==> config.mk <==
export PLATFORM = sky130hd
export DESIGN_NAME = ctfu_queue
export DESIGN_NICKNAME = d
export VERILOG_FILES = /design/src/rtl/ctfu_pkg.sv /design/src/rtl/ctfu_queue.sv
export SDC_FILE = /design/constraint.sdc
export NUM_CORES = 1
export LEC_CHECK = 0
export BUFFER_PORTS_ARGS = -buffer_cell sky130_fd_sc_hd__buf_4
export CORE_AREA = 5 5 281 283
export DETAILED_ROUTE_END_ITERATION = 8
export DIE_AREA = 0 0 286 288
export HOLD_SLACK_MARGIN = 0.1
export PLACE_DENSITY = 0.65
export REMOVE_ABC_BUFFERS = 1
export SYNTH_ARGS = -nofsm -noshare
export SYNTH_HDL_FRONTEND = slang
export SYNTH_SLANG_ARGS = --single-unit
==> constraint.sdc <==
create_clock -name clk -period 22.4 [get_ports clk]
set_input_delay 3.36 -clock clk [delete_from_list [all_inputs] [get_ports clk]]
set_output_delay 3.36 -clock clk [all_outputs]
set_load 0.005 [all_outputs]
==> src/rtl/ctfu_pkg.sv <==
`timescale 1ns / 1ps
// ctfu_pkg: shared constants, register indexes and types of the trilinear upsampler
// no dependencies

package ctfu_pkg;

    localparam int MAX_COARSE_CELLS = 4096;
    localparam int CELL_AW          = $clog2(MAX_COARSE_CELLS);
    localparam int NFIELDS          = 5;
    localparam int DW               = 32;
    localparam int ROW_W            = NFIELDS * DW;
    localparam int ROWB_W           = 31;
    localparam int ADDR_W           = ROWB_W + 1;
    localparam int QDEPTH           = 2;
    localparam int QPTR_W           = 1;
    localparam int QCNT_W           = 2;

    // register indexes
    localparam logic [2:0] REG_STEP_X   = 3'd0;
    localparam logic [2:0] REG_STEP_Y   = 3'd1;
    localparam logic [2:0] REG_STEP_Z   = 3'd2;
    localparam logic [2:0] REG_ORIGIN_X = 3'd3;
    localparam logic [2:0] REG_ORIGIN_Y = 3'd4;
    localparam logic [2:0] REG_ORIGIN_Z = 3'd5;
    localparam logic [2:0] REG_DIMS     = 3'd6;

    // command codes
    localparam logic CMD_LOAD  = 1'b0;
    localparam logic CMD_QUERY = 1'b1;

    typedef struct packed {
        logic [30:0] step_x;
        logic [30:0] step_y;
        logic [30:0] step_z;
        logic [31:0] origin_x;
        logic [31:0] origin_y;
        logic [31:0] origin_z;
        logic [29:0] dims;
    } cfg_t;

    typedef struct packed {
        logic                          cmd;
        logic [CELL_AW-1:0]            cell_index;
        logic [ROW_W-1:0]              row;
        logic [9:0]                    xlo;
        logic [9:0]                    xhi;
        logic [3:0][ROWB_W-1:0]        rowbase;
        logic [15:0]                   tx;
        logic [15:0]                   ty;
        logic [15:0]                   tz;
    } job_t;

endpackage

==> src/rtl/ctfu_queue.sv <==
`timescale 1ns / 1ps
// ctfu_queue: short queue of jobs between front and back
// depends on ctfu_pkg

module ctfu_queue (
    input  logic            clk,
    input  logic            rst_n,
    input  ctfu_pkg::job_t  push_job,
    input  logic            push_valid,
    output logic            push_ready,
    output ctfu_pkg::job_t  pop_job,
    output logic            pop_valid,
    input  logic            pop_ready
);

    ctfu_pkg::job_t                  slot_reg [ctfu_pkg::QDEPTH];
    logic [ctfu_pkg::QPTR_W-1:0]     wp_reg, rp_reg;
    logic [ctfu_pkg::QCNT_W-1:0]     cnt_reg;
    logic                            do_push, do_pop;

    assign push_ready = (cnt_reg != ctfu_pkg::QCNT_W'(ctfu_pkg::QDEPTH));
    assign pop_valid  = (cnt_reg != '0);
    assign pop_job    = slot_reg[rp_reg];
    assign do_push    = push_valid && push_ready;
    assign do_pop     = pop_valid && pop_ready;

    always_ff @(posedge clk or negedge rst_n)
    begin
        if (!rst_n)
        begin
            wp_reg  <= '0;
            rp_reg  <= '0;
            cnt_reg <= '0;
        end
        else
        begin
            if (do_push)
                wp_reg <= wp_reg + 1'b1;
            if (do_pop)
                rp_reg <= rp_reg + 1'b1;
            if (do_push && !do_pop)
                cnt_reg <= cnt_reg + 1'b1;
            else if (do_pop && !do_push)
                cnt_reg <= cnt_reg - 1'b1;
        end
    end

    always_ff @(posedge clk)
    begin
        if (do_push)
            slot_reg[wp_reg] <= push_job;
    end

endmodule

==> impl_summary.log <==
INFO  metric drc = 0
INFO  metric crit_path_cell_chain = buf_4 -> buf_4 -> buf_4 -> mux2_2 -> buf_4
INFO  metric worstHoldPathType = reg -> reg
INFO  metric die_h = 288 um
INFO  metric drtAntennaViolNets = 0
INFO  metric vdd.ir_drop.worst = between 0.09 and 0.1 mV
INFO  metric total_standard_cell_area_after_synthesis = 28000 sq um
INFO  metric cts_tree = done
INFO  metric largest_net_degree_at_the_start_of_global_routing = between 150 and 200
INFO  metric numCtsBuffers = 79
INFO  metric die-width = ~290 um
INFO  metric coreArea = 76400 sq um
INFO  metric cts_post_setup_buffers_inserted = 0
INFO  metric setup_tns = 0 ns
INFO  metric p_per_area = 130 nW/um^2
INFO  metric num-fill-cells = 6339
INFO  metric largest_stage_delay_worst_path = 0.93 ns
INFO  metric cts_buffer_depth = 3
INFO  metric drtPass1Iterations = 4
INFO  metric cts.sink_count = 734
INFO  metric area.growth.synth_to_final = 31.6%
INFO  metric number_of_port_buffers = 735
INFO  metric cts.root.buffer_cell = clkbuf_16
INFO  metric nets = about 2300
INFO  metric ys.warnings.count = 0
INFO  metric largest_register_ffs = between 700 and 800
INFO  metric globalRouteTotalUtil = 15.0%
INFO  metric timing.slew.headroom = 27.4%
INFO  metric cap_violations = 0
INFO  metric timing.final.crit_share = between 30% and 40%
INFO  metric routed-via-count = 13700
INFO  metric wirelength = 65.7 mm
INFO  metric arrival = 4.74 ns
INFO  metric post_cts.resized_instances = 0
INFO  metric cts.reportedPaths.clkPinSlew = ~0.06 ns
INFO  metric critPathRequiredTime = 19.04 ns
INFO  metric overflow = 0
INFO  metric setup_violations = 0
INFO  metric status = finished, final reports clean
INFO  metric layout-drive-gt1-share = 61.3%
INFO  metric fp-row-count = 102
INFO  metric gp_congestion = roughly 0.80
INFO  metric end_kind = primary output
INFO  metric floorplan.initialDensity = roughly 37%
INFO  metric holdCritStartpoint = cnt_reg[1]
INFO  metric detail_route.vias_per_cell = approximately 4.6
INFO  metric antenna_found_initial = 9
INFO  metric grt_pass1_wl = a little over 90 mm
INFO  metric cts-htree-levels = 3
INFO  metric post_synth_inst_count = 1154
INFO  metric timing.critical_path.buf_inv = 4
INFO  metric period_needed = between 8 and 9 ns
INFO  metric worst_setup_path_start_kind = register
INFO  metric grt_setup_unrepaired = no
INFO  metric hpwl_reported_at_the_end_of_detailed_placement = approximately 46 mm
INFO  metric max_freq = 123 MHz
INFO  metric worst_path_max_delay_cell = dfrtp_4
INFO  metric critical_path.reg2reg.startpoint = cnt_reg[0]
INFO  metric timing.critical_path.mode_cell = buf_4
INFO  metric tightestPinTransition = around 1.1 ns
INFO  metric grt_pass1_vias = ~15000
INFO  metric dieArea = 82400 sq um
INFO  metric ctsHoldBuffers = 0
INFO  metric report.final.slew_viol_count = 0
INFO  metric critical_path.startpoint = rp_reg
INFO  metric synth_cell_types = 17
INFO  metric fin_skew = 0.0273 ns
INFO  metric p_total = ~4800 uW
INFO  metric number_of_synthesized_register_bits = 734
INFO  metric worst_path_dominant_cell_family = buffers and inverters
INFO  metric io_pins = between 700 and 800
INFO  metric first_iter_violations = about 730
INFO  metric routedWlPerCell = 22.0 um
INFO  metric timing.setup.critical_path_class = reg -> out
INFO  metric cellLeakagePower = between 0.01 and 0.015 uW
INFO  metric timing_hold_violations_final = 0
INFO  metric worst_skew_pair.late_latency = 0.61 ns
INFO  metric synth.avg_cell_area = approximately 24 sq um
INFO  metric synth.yosys.seq_area_share = 78.6%
INFO  metric worstPathMaxFanout = between 50 and 60
-- layout make-up --
cell class,count,area (sq um),area share (%)
Antenna cell,8,20.0,0.0543
Clock inverter,42,379,1.03
Tap cell,988,1240,3.35
Clock buffer,93,2050,5.56
Multi-Input combinational cell,378,5490,14.9
Timing Repair Buffer,749,5650,15.3
Sequential cell,734,22000,59.8
Inverter,1,3.75,0.0102
-- metal layers --
layer | routed length (um) | vias up | global-route usage, %
met5 | 7 | - | 0
met4 | 2190 | 2 | 6.31
met3 | 6070 | 112 | 5.98
met2 | 34800 | 531 | 26.6
met1 | 22700 | 6819 | 16.0
li1 | - | 6202 | -
-- cells by family (layout without fill, tap and decap cells) --
logic type               after synthesis  in the layout  synth area share [%]
XOR/XNOR                               5              5                 0.156
adder cells (fa/ha/maj)                1              1                0.0447
buffers and inverters                 42            885                  1.83
flip-flops                           734            734                  78.6
multiplexers                         365            365                  19.2
other                                  0              8                     0
AND/OR/NAND/NOR                        7              7                 0.121
-- synth_stat cells --
master / instances / area, sq um
edfxtp_1: 730 / 21900
mux2_4: 340 / 5100
buf_6: 26 / 293
mux2_2: 25 / 282
buf_8: 11 / 165
dfrtp_1: 4 / 100
xnor2_1: 3 / 26.3
buf_12: 2 / 40.0
buf_2: 2 / 10.0
nand2_1: 2 / 7.51
nor2_1: 2 / 7.51
xor2_1: 2 / 17.5
and3_1: 1 / 6.26
ha_1: 1 / 12.5
inv_1: 1 / 3.75
nand2b_1: 1 / 6.26
or2_2: 1 / 6.26
-- placed cells by master, fill, tap and decap left out --
cell	Yosys	layout
inv_16	0	1
inv_6	0	4
clkbuf_16	0	80
clkinv_2	0	11
nor2_4	0	1
clkinvlp_4	0	4
ha_1	1	1
nor2_1	2	1
dfrtp_4	0	1
nand2b_1	1	1
diode_2	0	8
xor2_1	2	2
clkinv_16	0	1
clkbuf_1	0	13
bufinv_16	0	4
buf_4	0	747
and3_4	0	1
dfrtp_1	4	3
or2_2	1	1
inv_1	1	1
xnor2_1	3	3
edfxtp_1	730	730
clkinv_1	0	15
buf_12	2	2
mux2_4	340	340
mux2_2	25	25
clkinv_8	0	2
nand2_1	2	2
-- through the flow --
stage / std cells / utilization, % / hold slack, ns / area [sq um] / worst slack [ns]
floorplan: 1113 / - / 0.456 / 27500 / 2.75
global placement: 2850 / 45.0 / 0.473 / 34400 / 14.98
detailed placement: 2850 / 45.0 / 0.495 / 34400 / 14.90
CTS: 2985 / 48.2 / 0.502 / 36800 / 14.19
global route: 2992 / 48.2 / 0.521 / 36800 / 14.05
finish: 2993 / 48.2 / 0.500 / 36900 / 14.30
-- final timing paths --
check	endpoint	slack (ns)	depth (start not counted)
min in group asynchronous	wp_reg	2.54	1
max in group asynchronous	rp_reg	19.75	1
min reg2reg	cnt_reg[1]	0.50	1
min	cnt_reg[1]	0.50	1
max	pop_job[361]	14.30	5
max reg2reg	slot_reg[0][181]	18.07	6
-- worst register-to-register path, delay by kind of cell, from the launching register on --
family / cells / cell delay [ns]
and+or+nand+nor: 3 / 0.99
buffers and inverters: 3 / 2.47
DFF: 1 / 0.41
-- power by group --
| part | total (uW) | switching (uW) | internal (uW) |
|---|---|---|---|
| Clock | 1220 | 518 | 703 |
| Sequential | 1980 | 92.5 | 1880 |
| Combinational | 1590 | 695 | 898 |
| Total | 4790 | 1310 | 3480 |
Power figures use the tool's default switching activity.
